$ cat src/hw/rtl/bui_pkg.sv
// shared types and constants of the bilinear integer upscaler
package bui_pkg;

    // fixed field widths
    localparam int ROW_W      = 11;
    localparam int PIX_W      = 8;
    localparam int SCALE_W    = 4;
    localparam int DIM_W      = 9;
    localparam int CFG_IDX_W  = 2;
    localparam int CFG_DATA_W = 9;

    // sequencing lengths
    localparam int DIV_STEPS = ROW_W;
    localparam int Q_STEPS   = PIX_W;
    localparam int CNT_W     = $clog2(DIV_STEPS);

    // configuration register indexes
    typedef logic [CFG_IDX_W-1:0] t_cfg_idx;
    localparam t_cfg_idx CFG_SCALE  = 2'd0;
    localparam t_cfg_idx CFG_WIDTH  = 2'd1;
    localparam t_cfg_idx CFG_HEIGHT = 2'd2;

    // item actions
    localparam logic ACT_STORE = 1'b0;
    localparam logic ACT_READ  = 1'b1;

    // neighbour select: bit 1 picks the lower row, bit 0 the right column
    typedef logic [1:0] t_corner;
    localparam t_corner CORNER_TL = 2'd0;
    localparam t_corner CORNER_TR = 2'd1;
    localparam t_corner CORNER_BL = 2'd2;
    localparam t_corner CORNER_BR = 2'd3;

    typedef enum logic [3:0] {
        S_IDLE,
        S_CHECK,
        S_STORE,
        S_DIV,
        S_WGT,
        S_RD0,
        S_RD1,
        S_RD2,
        S_RD3,
        S_ACC,
        S_QDIV,
        S_OUT
    } t_state;

    typedef struct packed {
        logic    capture;
        logic    write;
        logic    set_outside;
        logic    div_step;
        logic    wgt;
        logic    rd_en;
        t_corner rd_sel;
        logic    acc_en;
        logic    q_step;
    } t_dp_cmd;

    typedef struct packed {
        logic is_read;
        logic outside;
        logic in_src;
    } t_dp_status;

endpackage

$ cat src/hw/rtl/bui_ctrl.sv
// controller: sequences store and read items over the datapath
module bui_ctrl import bui_pkg::*; (
    input  logic       i_clk,
    input  logic       i_rst_n,
    input  logic       i_start,
    input  t_dp_status i_status,
    output t_dp_cmd    o_cmd,
    output logic       o_busy,
    output logic       o_valid
);

    t_state           r_state, n_state;
    logic [CNT_W-1:0] r_cnt, n_cnt;

    // state and step counter
    always_ff @(posedge i_clk) begin
        if (!i_rst_n) begin
            r_state <= S_IDLE;
            r_cnt   <= '0;
        end else begin
            r_state <= n_state;
            r_cnt   <= n_cnt;
        end
    end

    assign n_cnt = (r_state == S_DIV || r_state == S_QDIV) ? CNT_W'(r_cnt + 1'b1) : '0;

    // next state
    always_comb begin
        n_state = r_state;
        case (r_state)
            S_IDLE: begin
                if (i_start) n_state = S_CHECK;
            end
            S_CHECK: begin
                if (!i_status.is_read) begin
                    n_state = i_status.in_src ? S_STORE : S_IDLE;
                end else begin
                    n_state = i_status.outside ? S_OUT : S_DIV;
                end
            end
            S_STORE: n_state = S_IDLE;
            S_DIV: begin
                if (r_cnt == CNT_W'(DIV_STEPS - 1)) n_state = S_WGT;
            end
            S_WGT:  n_state = S_RD0;
            S_RD0:  n_state = S_RD1;
            S_RD1:  n_state = S_RD2;
            S_RD2:  n_state = S_RD3;
            S_RD3:  n_state = S_ACC;
            S_ACC:  n_state = S_QDIV;
            S_QDIV: begin
                if (r_cnt == CNT_W'(Q_STEPS - 1)) n_state = S_OUT;
            end
            S_OUT:  n_state = S_IDLE;
            default: n_state = S_IDLE;
        endcase
    end

    // datapath commands
    always_comb begin
        o_cmd = '0;
        case (r_state)
            S_IDLE:  o_cmd.capture = i_start;
            S_CHECK: o_cmd.set_outside = i_status.is_read && i_status.outside;
            S_STORE: o_cmd.write = 1'b1;
            S_DIV:   o_cmd.div_step = 1'b1;
            S_WGT:   o_cmd.wgt = 1'b1;
            S_RD0: begin
                o_cmd.rd_en  = 1'b1;
                o_cmd.rd_sel = CORNER_TL;
            end
            S_RD1: begin
                o_cmd.rd_en  = 1'b1;
                o_cmd.rd_sel = CORNER_TR;
                o_cmd.acc_en = 1'b1;
            end
            S_RD2: begin
                o_cmd.rd_en  = 1'b1;
                o_cmd.rd_sel = CORNER_BL;
                o_cmd.acc_en = 1'b1;
            end
            S_RD3: begin
                o_cmd.rd_en  = 1'b1;
                o_cmd.rd_sel = CORNER_BR;
                o_cmd.acc_en = 1'b1;
            end
            S_ACC:   o_cmd.acc_en = 1'b1;
            S_QDIV:  o_cmd.q_step = 1'b1;
            default: o_cmd = '0;
        endcase
    end

    assign o_busy  = (r_state != S_IDLE);
    assign o_valid = (r_state == S_OUT);

endmodule

$ cat config.mk
export PLATFORM = sky130hd
export DESIGN_NAME = bui_ctrl
export DESIGN_NICKNAME = d
export VERILOG_FILES = /design/src/hw/rtl/bui_pkg.sv /design/src/hw/rtl/bui_ctrl.sv
export SDC_FILE = /design/constraint.sdc
export NUM_CORES = 1
export LEC_CHECK = 0
export BUFFER_PORTS_ARGS = -buffer_cell sky130_fd_sc_hd__buf_2
export CORE_MARGIN = 4
export CORE_UTILIZATION = 42
export DETAILED_ROUTE_END_ITERATION = 12
export PLACE_DENSITY_LB_ADDON = 0.2
export SLEW_MARGIN = 20
export SYNTH_ARGS = -nofsm -noshare
export SYNTH_HDL_FRONTEND = slang
export SYNTH_SLANG_ARGS = --single-unit
$ cat constraint.sdc
create_clock -name i_clk -period 1.54 [get_ports i_clk]
set_clock_uncertainty 0.2 [all_clocks]
set_input_delay 0.077 -clock i_clk [delete_from_list [all_inputs] [get_ports i_clk]]
set_output_delay 0.077 -clock i_clk [all_outputs]
set_load 0.02 [all_outputs]
==> metrics.md, run 1 <==
| Metric | Value |
|---|---|
| Post-synth top flop | dfxtp_1 |
| Share of layout cells above drive strength 1 | 58.7% |
| Max stage delay on crit path | 0.56 ns |
| Post-synthesis cell count | 71 |
| CP startpoint kind | flop |
| Nets | 114 |
| Slew HR | 81.4% |
| Comb power frac | 60.9% |
| RSZ-0062 raised after global routing | true |
| Drt pass-1 iters | 4 |
| Most common cell after layout, fill and taps aside | buf_4 |
| Int Power | 647 uW |
| Vias in the first global route | 600 |
| Sequential share of power | 23.2% |
| Die Y | 44.2 um |
| Largest net degree at the start of global routing | 10 |
| Critical path's slowest cell | or4_4 |
| Final worst path period share | 115% |
| CP cell instances | or4_4 -> buf_6 -> nor2_4 -> buf_6 |
| Syn avg cell area | 7.74 um2 |
| Clock-pin slew on the worst setup and hold paths | 0.06 ns |
| FMAX | 0.564 GHz |
| Synth top area share | 29.2% |
| Most used cell, CP | buf_6 |
| Pleak | 0.423 nW |
| Dominant cell type by area after synthesis | dfxtp_1 |
| Post-layout util | 86.0% |
| Psw | 453 uW |
| IO buf count | 17 |
| Top Ports | 18 |
| CTS H-tree lvls | 1 |
| P per Cell Area | 1090 mW/mm2 |
| Starting density of the core | 46.9% |
| FF+latch count, synth | 8 |
| CP arrival | 1.50 ns |
| CTS buffer count | 3 |
| TritonCTS clock tree | built |
| Outcome | finished with violations |
| Max-cap violations | 0 |
| Highest net fanout along the worst path | 3 |
| Worst-Skew Late Latency | 0.27 ns |
| Final wirelength | 2070 um |
| Slew @ Worst Pin | 0.277 ns |
| Post-synth ARST share | 0% |
| Synth top area cells | dfxtp_1 (29%), nand2_1 (6.8%), nor2_1 (5.5%) |
| Tmin final | 1.77 ns |
| Mapped Nets | 79 |
| GPL Wtd Cong | 0.798 |
| Sequential area share after synthesis | 29.2% |
| Yosys warnings | 0 |
| Clock Power Share | 15.8% |
| # diodes | 0 |
| Post-DP HPWL | 1040 um |
| Netlist Area Pre-Place | 549 um2 |
| End point of the critical path | o_cmd[9] |
| Critical path launch point | r_state[1] |
| Peak supply drop | 0.906 mV |
| Critical path class | flop to primary output |
| Reg2Reg Setup Slack | -0.22 ns |
| Vias per cell | 5.51 |
| Root Buffer Master | clkbuf_4 |
| Most frequent cells in the layout | buf_4 (13), buf_6 (12), nand2_1 (7), buf_2 (7), nor2_1 (6) |
| Slew Viols, Final | 0 |
| Worst R2R Start | r_state[1] |
| Synth cell types | 29 |
| Initial antenna violation count | 0 |
| Worst Path Buf+Inv | 2 |
| Failing checks | negative setup slack |
| First-pass GRT wire length | 2560 um |
| Clock Tree Buf Depth | 2 |
| Total grt overflow | 0 |
| Worst Hold Class | input port to flop |
| Chip width | 44.2 um |
| Reg2Reg Capture Point | r_state[1] |
| Row count | 12 |
| Worst Setup End Kind | primary output |
| Number of synthesized flops with an enable pin | 0 |
| Setup Viol. Count Final | 15 |
| DR iter-0 viols | 10 |
| Synth-to-Final Area Change | 83.4% |
| Via count | 650 |
| Setup_tns | -1.79 ns |
| Total track usage | 17.6% |
| Levels on crit path | 4 |
| Worst Reg2Reg Path Length in Cells | 5 |
| Switching portion of total power | 41.2% |
| Antenna Nets Post-Route | 0 |
| Wire per inst | 17.5 um |
| Full die area | 0.00195 mm2 |
| PnR worst setup slack | -0.234 ns |
| Critical path required time | 1.26 ns |
| Sink Count | 8 |
| Core ar. | 0.00117 mm2 |
| Final hold violation count | 0 |
| Crit path max-delay family | simple AND/OR/NAND/NOR gates |
| Drt drc | 0 |
## final cells by class
class,instances,area [um2]
Inverter,4,17.5
Fill cell,64,164
Tap cell,14,17.5
Sequential cell,8,168
Clock buffer,3,22.5
Multi-Input combinational cell,55,489
Timing Repair Buffer,34,293
## per-stage QoR
stage	hold slack (ns)	setup WS (ns)	area, um2	std cells	power [mW]
floorplan	-0.00550	-0.0350	577	71	0.525
global placement	0.180	-0.00323	737	108	0.663
detailed placement	0.163	-0.0358	737	108	0.665
CTS	0.00258	-0.212	848	115	0.926
global route	0.0612	-0.295	1010	118	1.16
finish	0.0566	-0.234	1010	118	1.10
## routing by layer
layer | wire length [um] | vias to the layer above | share of wire (%) | GRT usage, %
li1 | - | 314 | - | -
met1 | 864 | 312 | 42 | 21.8
met2 | 1060 | 16 | 51 | 29.4
met3 | 57 | 8 | 2.8 | 6.10
met4 | 83 | 0 | 4.0 | 3.61
met5 | 0 | - | 0 | 0
## power by group through the flow
stage / Clock [mW] / Combinational, mW / Sequential [mW]
after floorplan: 0 / 0.277 / 0.247
after global placement: 0 / 0.412 / 0.251
after detailed placement: 0 / 0.413 / 0.252
after CTS: 0.171 / 0.505 / 0.250
after global routing: 0.197 / 0.705 / 0.258
final: 0.174 / 0.670 / 0.256
## cells in the mapped netlist (all sizes together), types with 2 or more instances
library cell and n:
nand3 3, nor2b 2, dfxtp 8, a21boi 2
nor4 2, and4bb 2, nand4b 2, buf 2
clkbuf 2, o21ai 8, nand2 10, nand2b 2
inv 4, nor2 8, ha 2, xnor2 2
## worst reg2reg max path, delay by kind of cell (launching register included)
family | cells | cell delay (ns)
multiplexers | 1 | 0.17
AND/OR/NAND/NOR | 2 | 0.71
flip-flops | 1 | 0.33
AO/OA/AOI/OAI | 1 | 0.11
buffers and inverters | 1 | 0.17
## registers in the layout, indices dropped and copies added (netlist names)
signal and cells:
r_state 4, r_cnt 4
## kinds of logic (layout without fill, tap and decap cells)
logic type | Yosys count | count (layout) | share of synthesized area (%)
and+or+nand+nor | 35 | 35 | 37.4
buffers and inverters | 8 | 41 | 5.92
AOI/OAI and AO/OA | 14 | 14 | 16.4
DFF | 8 | 8 | 29.2
adders and majority gates | 2 | 2 | 4.56
muxes | 1 | 1 | 1.82
xor gates and xnor gates | 3 | 3 | 4.78
## what timing repair did
item	in CTS	in global routing
buffers inserted	3	3
endpoints found under the setup margin	12	18
gates resized for setup	20	31
endpoints found under the hold margin	4	0
pin swaps	3	8
cloned	0	0
hold buffers	1	0
## how the worst min path moves through the flow
stage                            from    endpoint  slack, ns  cells past startpoint
final                     i_status[2]  r_state[0]       0.06                      5
after global routing      i_status[1]  r_state[3]       0.06                      4
after CTS                     i_start  r_state[2]      0.003                      4
after detailed placement      i_rst_n  r_state[3]       0.16                      2
after global placement        i_rst_n  r_state[3]       0.18                      2
after floorplan               i_rst_n  r_state[3]     -0.006                      1
(Power assumes the default switching activity.)
==> run 2, diff against run 1 <==
--- a/config.mk
+++ b/config.mk
@@ -6,9 +6,9 @@
 export NUM_CORES = 1
 export LEC_CHECK = 0
 export BUFFER_PORTS_ARGS = -buffer_cell sky130_fd_sc_hd__buf_2
-export CORE_MARGIN = 4
-export CORE_UTILIZATION = 42
+export CORE_AREA = 4 4 41 43
 export DETAILED_ROUTE_END_ITERATION = 12
+export DIE_AREA = 0 0 45 47
 export PLACE_DENSITY_LB_ADDON = 0.2
 export SLEW_MARGIN = 20
 export SYNTH_ARGS = -nofsm -noshare
==> constraint.sdc (replaced) <==
create_clock -name i_clk -period 1.8 [get_ports i_clk]
set_clock_uncertainty 0.2 [all_clocks]
set_input_delay 0.09 -clock i_clk [delete_from_list [all_inputs] [get_ports i_clk]]
set_output_delay 0.09 -clock i_clk [all_outputs]
set_load 0.02 [all_outputs]
==> metrics.md, run 2 (same netlist as run 1, synthesis figures left out) <==
| Metric | Value |
|---|---|
| Most frequent cells in the layout | buf_2 (16), nand2_1 (10), nor2_1 (7), dfxtp_1 (7) (was buf_4 (13), buf_6 (12), nand2_1 (7), buf_2 (7), nor2_1 (6)) |
| RSZ-0062 raised after global routing | false (was true) |
| Core ar. | 0.00130 mm2 (was 0.00117 mm2) |
| Metal2 WL | 699 um (was 1060 um) |
| Sink Count | 8 (unchanged) |
| Top Layer Used | met4 (unchanged) |
| CP arrival | 1.41 ns (was 1.50 ns) |
| Outcome | finished clean (was finished with violations) |
| Top Ports | 18 (unchanged) |
| Synth-to-Final Area Change | 31.0% (was 83.4%) |
| Total track usage | 14.9% (was 17.6%) |
| CTS buffer count | 3 (unchanged) |
| CP cell instances | buf_4 -> nor2_2 -> nand3_1 -> o31ai_1 -> buf_2 (was or4_4 -> buf_6 -> nor2_4 -> buf_6) |
| Final non-filler cell total | 106 (was 118) |
| Largest net degree at the start of global routing | 14 (was 10) |
| IO buf count | 17 (unchanged) |
| Slew @ Worst Pin | 0.310 ns (was 0.277 ns) |
| Critical path launch point | r_state[0] (was r_state[1]) |
| Max stage delay on crit path | 0.34 ns (was 0.56 ns) |
| Peak supply drop | 0.525 mV (was 0.906 mV) |
| Worst Reg2Reg Path Length in Cells | 4 (was 5) |
| Via count | 569 (was 650) |
| Chip width | 45 um (was 44.2 um) |
| P per Cell Area | 950 mW/mm2 (was 1090 mW/mm2) |
| Worst Hold Class | input port to flop (unchanged) |
| Antenna Nets Post-Route | 0 (unchanged) |
| Pwr Total | 684 uW (was 1.10 mW) |
| Max-cap violations | 0 (unchanged) |
| Worst Setup End Kind | primary output (unchanged) |
| Most common cell after layout, fill and taps aside | buf_2 (was buf_4) |
| Row count | 13 (was 12) |
| Critical path's slowest cell | dfxtp_1 (was or4_4) |
| CP startpoint kind | flop (unchanged) |
| Slew Viols, Final | 0 (unchanged) |
| # diodes | 0 (unchanged) |
| FMAX | 0.587 GHz |
| Wl on met1 | 617 um (was 864 um) |
| Die Y | 47 um (was 44.2 um) |
| Initial antenna violation count | 0 (unchanged) |
| Critical path class | flop to primary output (unchanged) |
| Wire per inst | 13.0 um (was 17.5 um) |
| End point of the critical path | o_cmd[4] (was o_cmd[9]) |
| Pleak | 0.321 nW (was 0.423 nW) |
| Setup_tns | 0 ns (was -1.79 ns) |
| Setup bufs post-CTS | 0 (was 3) |
| Clock-pin slew on the worst setup and hold paths | 0.06 ns (about the same) |
| Nets | 101 (was 114) |
| Vias in the first global route | 526 (was 600) |
| Total grt overflow | 0 (unchanged) |
| Root Buffer Master | clkbuf_4 (unchanged) |
| CTS H-tree lvls | 1 (unchanged) |
| DR iter-0 viols | 8 (was 10) |
| Starting density of the core | 42.2% (was 46.9%) |
| Worst R2R Start | r_state[0] (was r_state[1]) |
| Vias per cell | 5.37 (was 5.51) |
| Slew HR | 79.2% (was 81.4%) |
| Reg2Reg Capture Point | r_state[1] (unchanged) |
| Metal3 WL | 46 um (was 57 um) |
| Drt pass-1 iters | 4 (unchanged) |
| Worst-Skew Late Latency | 0.26 ns (was 0.27 ns) |
| Final worst path period share | 94.7% |
| Highest net fanout along the worst path | 9 (was 3) |
| Tmin final | 1.70 ns |
| Reg2Reg Setup Slack | 0.18 ns (was -0.22 ns) |
| WHS | 0.0151 ns (was 0.0566 ns) |
| Critical path required time | 1.51 ns (was 1.26 ns) |
| First-pass GRT wire length | 2190 um (was 2560 um) |
| GPL Wtd Cong | 0.814 (was 0.798) |
| Full die area | 0.00212 mm2 (was 0.00195 mm2) |
| Dpl cells | 102 (was 108) |
| Drt drc | 0 (unchanged) |
| Final wirelength | 1380 um (was 2070 um) |
| Share of layout cells above drive strength 1 | 34.1% (was 58.7%) |
| Final hold violation count | 0 (unchanged) |
| Post-DP HPWL | 1050 um (was 1040 um) |
| Setup Viol. Count Final | 0 (was 15) |
| TritonCTS clock tree | built (unchanged) |
| Biggest regs | r_cnt (4), r_state (4) (unchanged) |
| Clock Tree Buf Depth | 2 (unchanged) |
[run 2: report_power, final]
| part | internal (mW) | switching, mW | leakage, nW |
|---|---|---|---|
| combinational | 0.135 | 0.182 | 0.242 |
| sequential | 0.195 | 0.0251 | 0.0655 |
| clock | 0.0768 | 0.0689 | 0.0138 |
[run 2: what timing repair did]
item / 4_1_cts / 5_1_grt
pin swaps: 0 / 0
gates cloned: 0 / 0
hold buffers: 1 / 0
setup endpoints to repair: 1 / 4
hold endpoints to repair: 4 / 0
resized for setup: 2 / 5
[run 2: layer usage]
metal  track usage, %  up-vias
met2             24.6       12
li1                 -      292
met3             3.45        2
met4             9.36        0
met1             17.3      263
met5                0        -
[run 2: how the worst min path moves through the flow]
stage	start	to	slack, ns	depth (start not counted)
after floorplan	i_rst_n	r_state[3]	0.007	1
after global placement	i_rst_n	r_state[3]	0.19	2
after detailed placement	i_rst_n	r_state[3]	0.19	2
after CTS	i_start	r_state[2]	0.0009	4
after global routing	i_start	r_state[2]	0.03	4
final	i_start	r_state[2]	0.02	4
[run 2: final cells by class]
| class | count | area, um2 |
|---|---|---|
| clock buffer | 3 | 22.5 |
| fill | 124 | 582 |
| inverter | 4 | 15.0 |
| multi-input combinational | 55 | 382 |
| sequential | 8 | 161 |
| tap | 15 | 18.8 |
| timing repair buffer | 21 | 120 |
[run 2: worst max-delay path: cells and delay by family, from the launching register on]
kind | cells | cell delay (ns)
flip-flops | 1 | 0.34
AO/OA/AOI/OAI | 1 | 0.09
AND/OR/NAND/NOR | 2 | 0.33
buffers and inverters | 2 | 0.39
[run 2: stage by stage]
step	setup WS [ns]	util, %	area [um2]
global placement	0.210	51.1	664
floorplan	0.118	-	556
global route	0.0272	55.3	719
detailed placement	0.199	51.1	664
finish	0.0959	55.3	719
CTS	0.0520	53.8	701
==> run 3, diff against run 2 <==
--- a/config.mk
+++ b/config.mk
@@ -6,9 +6,9 @@
 export NUM_CORES = 1
 export LEC_CHECK = 0
 export BUFFER_PORTS_ARGS = -buffer_cell sky130_fd_sc_hd__buf_2
-export CORE_AREA = 4 4 41 43
+export CORE_MARGIN = 4
+export CORE_UTILIZATION = 25
 export DETAILED_ROUTE_END_ITERATION = 12
-export DIE_AREA = 0 0 45 47
 export PLACE_DENSITY_LB_ADDON = 0.2
 export SLEW_MARGIN = 20
 export SYNTH_ARGS = -nofsm -noshare
==> metrics.md, run 3 (same netlist as run 1, synthesis figures left out) <==
| Metric | Value |
|---|---|
| Wire per inst | 11.7 um (was 13.0 um) |
| Total track usage | 11.3% (was 14.9%) |
| Starting density of the core | 27.2% (was 42.2%) |
| Clock Tree Buf Depth | 2 (unchanged) |
| Post-DP HPWL | 1100 um (was 1050 um) |
| Max-cap violations | 0 (unchanged) |
| CTS buffer count | 3 (unchanged) |
| Slew Viols, Final | 0 (unchanged) |
| Total grt overflow | 0 (unchanged) |
| CTS H-tree lvls | 1 (unchanged) |
| Critical path class | flop to primary output (unchanged) |
| Final non-filler cell total | 118 (was 106) |
| Footprint of the multi-input gates | 382 um2 (unchanged) |
| Final worst path period share | 94.3% (was 94.7%) |
| Worst Hold Class | input port to flop (unchanged) |
| Core ar. | 0.00202 mm2 (was 0.00130 mm2) |
| # diodes | 0 (unchanged) |
| Drt pass-1 iters | 4 (unchanged) |
| Register area | 161 um2 (unchanged) |
| P per Cell Area | 920 mW/mm2 (was 950 mW/mm2) |
| Final hold violation count | 0 (unchanged) |
| Peak supply drop | 0.430 mV (was 0.525 mV) |
| Share of layout cells above drive strength 1 | 34.1% (unchanged) |
| Hold Path Stages | 4 (unchanged) |
| Synth-to-Final Area Change | 34.4% (was 31.0%) |
| Most frequent cells in the layout | buf_2 (16), nand2_1 (10), nor2_1 (7), dfxtp_1 (7) (unchanged) |
| Worst-Skew Late Latency | 0.26 ns (about the same) |
| Final wirelength | 1380 um (about the same) |
| Slew @ Worst Pin | 0.307 ns (was 0.310 ns) |
| Setup_tns | 0 ns (unchanged) |
| Nets | 101 (unchanged) |
| GPL Wtd Cong | 0.815 (was 0.814) |
| CP startpoint kind | flop (unchanged) |
| # fillers | 222 (was 124) |
| Pleak | 0.322 nW (was 0.321 nW) |
| First-pass GRT wire length | 2320 um (was 2190 um) |
| TritonCTS clock tree | built (unchanged) |
| Slew HR | 79.4% (was 79.2%) |
| FMAX | 0.589 GHz (was 0.587 GHz) |
| CP arrival | 1.41 ns (about the same) |
| Setup Viol. Count Final | 0 (unchanged) |
| Highest net fanout along the worst path | 10 (was 9) |
| Top Ports | 18 (unchanged) |
| Worst Setup End Kind | primary output (unchanged) |
| DR iter-0 viols | 4 (was 8) |
| Pwr Total | 679 uW (was 684 uW) |
| Chip width | 54.9 um (was 45 um) |
| Row count | 16 (was 13) |
| Root Buffer Master | clkbuf_4 (unchanged) |
| Via count | 546 (was 569) |
| Sink Count | 8 (unchanged) |
| Die Y | 54.9 um (was 47 um) |
| Outcome | finished clean (unchanged) |
| Vias per cell | 4.63 (was 5.37) |
| Tmin final | 1.70 ns (about the same) |
| Drt drc | 0 (unchanged) |
| Worst Reg2Reg Path Length in Cells | 4 (unchanged) |
| Initial antenna violation count | 0 (unchanged) |
| Most common cell after layout, fill and taps aside | buf_2 (unchanged) |
| Largest net degree at the start of global routing | 12 (was 14) |
| IO buf count | 17 (unchanged) |
| Clock-pin slew on the worst setup and hold paths | 0.06 ns (about the same) |
| Biggest regs | r_cnt (4), r_state (4) (unchanged) |
| RSZ-0062 raised after global routing | false (unchanged) |
| Critical path required time | 1.51 ns (about the same) |
| Dpl cells | 114 (was 102) |
| Full die area | 0.00301 mm2 (was 0.00212 mm2) |
| Vias in the first global route | 514 (was 526) |
| Antenna Nets Post-Route | 0 (unchanged) |
## run 3: layer usage
layer,share of wire [%],GRT usage (%)
met1,50,15.2
met3,4.1,1.91
met4,3.3,8.71
met5,0,0
met2,42,15.6
## run 3: report_power, final
group / switching [mW] / internal (mW)
clock network: 0.0638 / 0.0765
registers: 0.0253 / 0.195
logic: 0.181 / 0.137
total: 0.270 / 0.409
## run 3: final timing paths
| check | startpoint | endpoint | slack [ns] |
|---|---|---|---|
| worst min register to register | r_cnt[0] | r_cnt[0] | 0.26 |
| worst min-delay path | i_start | r_state[2] | 0.03 |
| worst max register to register | r_state[0] | r_state[1] | 0.17 |
| worst max-delay path | r_state[0] | o_cmd[7] | 0.10 |
## run 3: cell type report
type | count | share of cell area (%)
Inverter | 4 | 2.03
Timing Repair Buffer | 21 | 16.8
Tap cell | 27 | 4.58
Sequential cell | 8 | 21.9
Clock buffer | 3 | 3.05
Multi-Input combinational cell | 55 | 51.7
## run 3: what timing repair did
item	4_1_cts	5_1_grt
setup endpoints to repair	2	6
gates cloned	0	0
buffers inserted	0	0
hold buffers	1	0
gates resized for setup	2	6
hold endpoints to repair	4	0
## run 3: per-stage QoR
stage	utilization (%)	hold WS (ns)	worst slack [ns]	cell area (um2)
floorplan	-	0.00750	0.118	556
global placement	33.6	0.202	0.218	679
detailed placement	33.6	0.197	0.190	679
CTS	35.7	0.0151	0.00873	722
global route	36.5	0.0333	0.00257	738
finish	36.5	0.0276	0.103	738
## run 3: worst max-delay path, cell delays in order, from the launching register on
cell     delay, ns
dfxtp_1       0.38
buf_4         0.19
nand2_1       0.12
nor4_4        0.26
buf_4         0.19
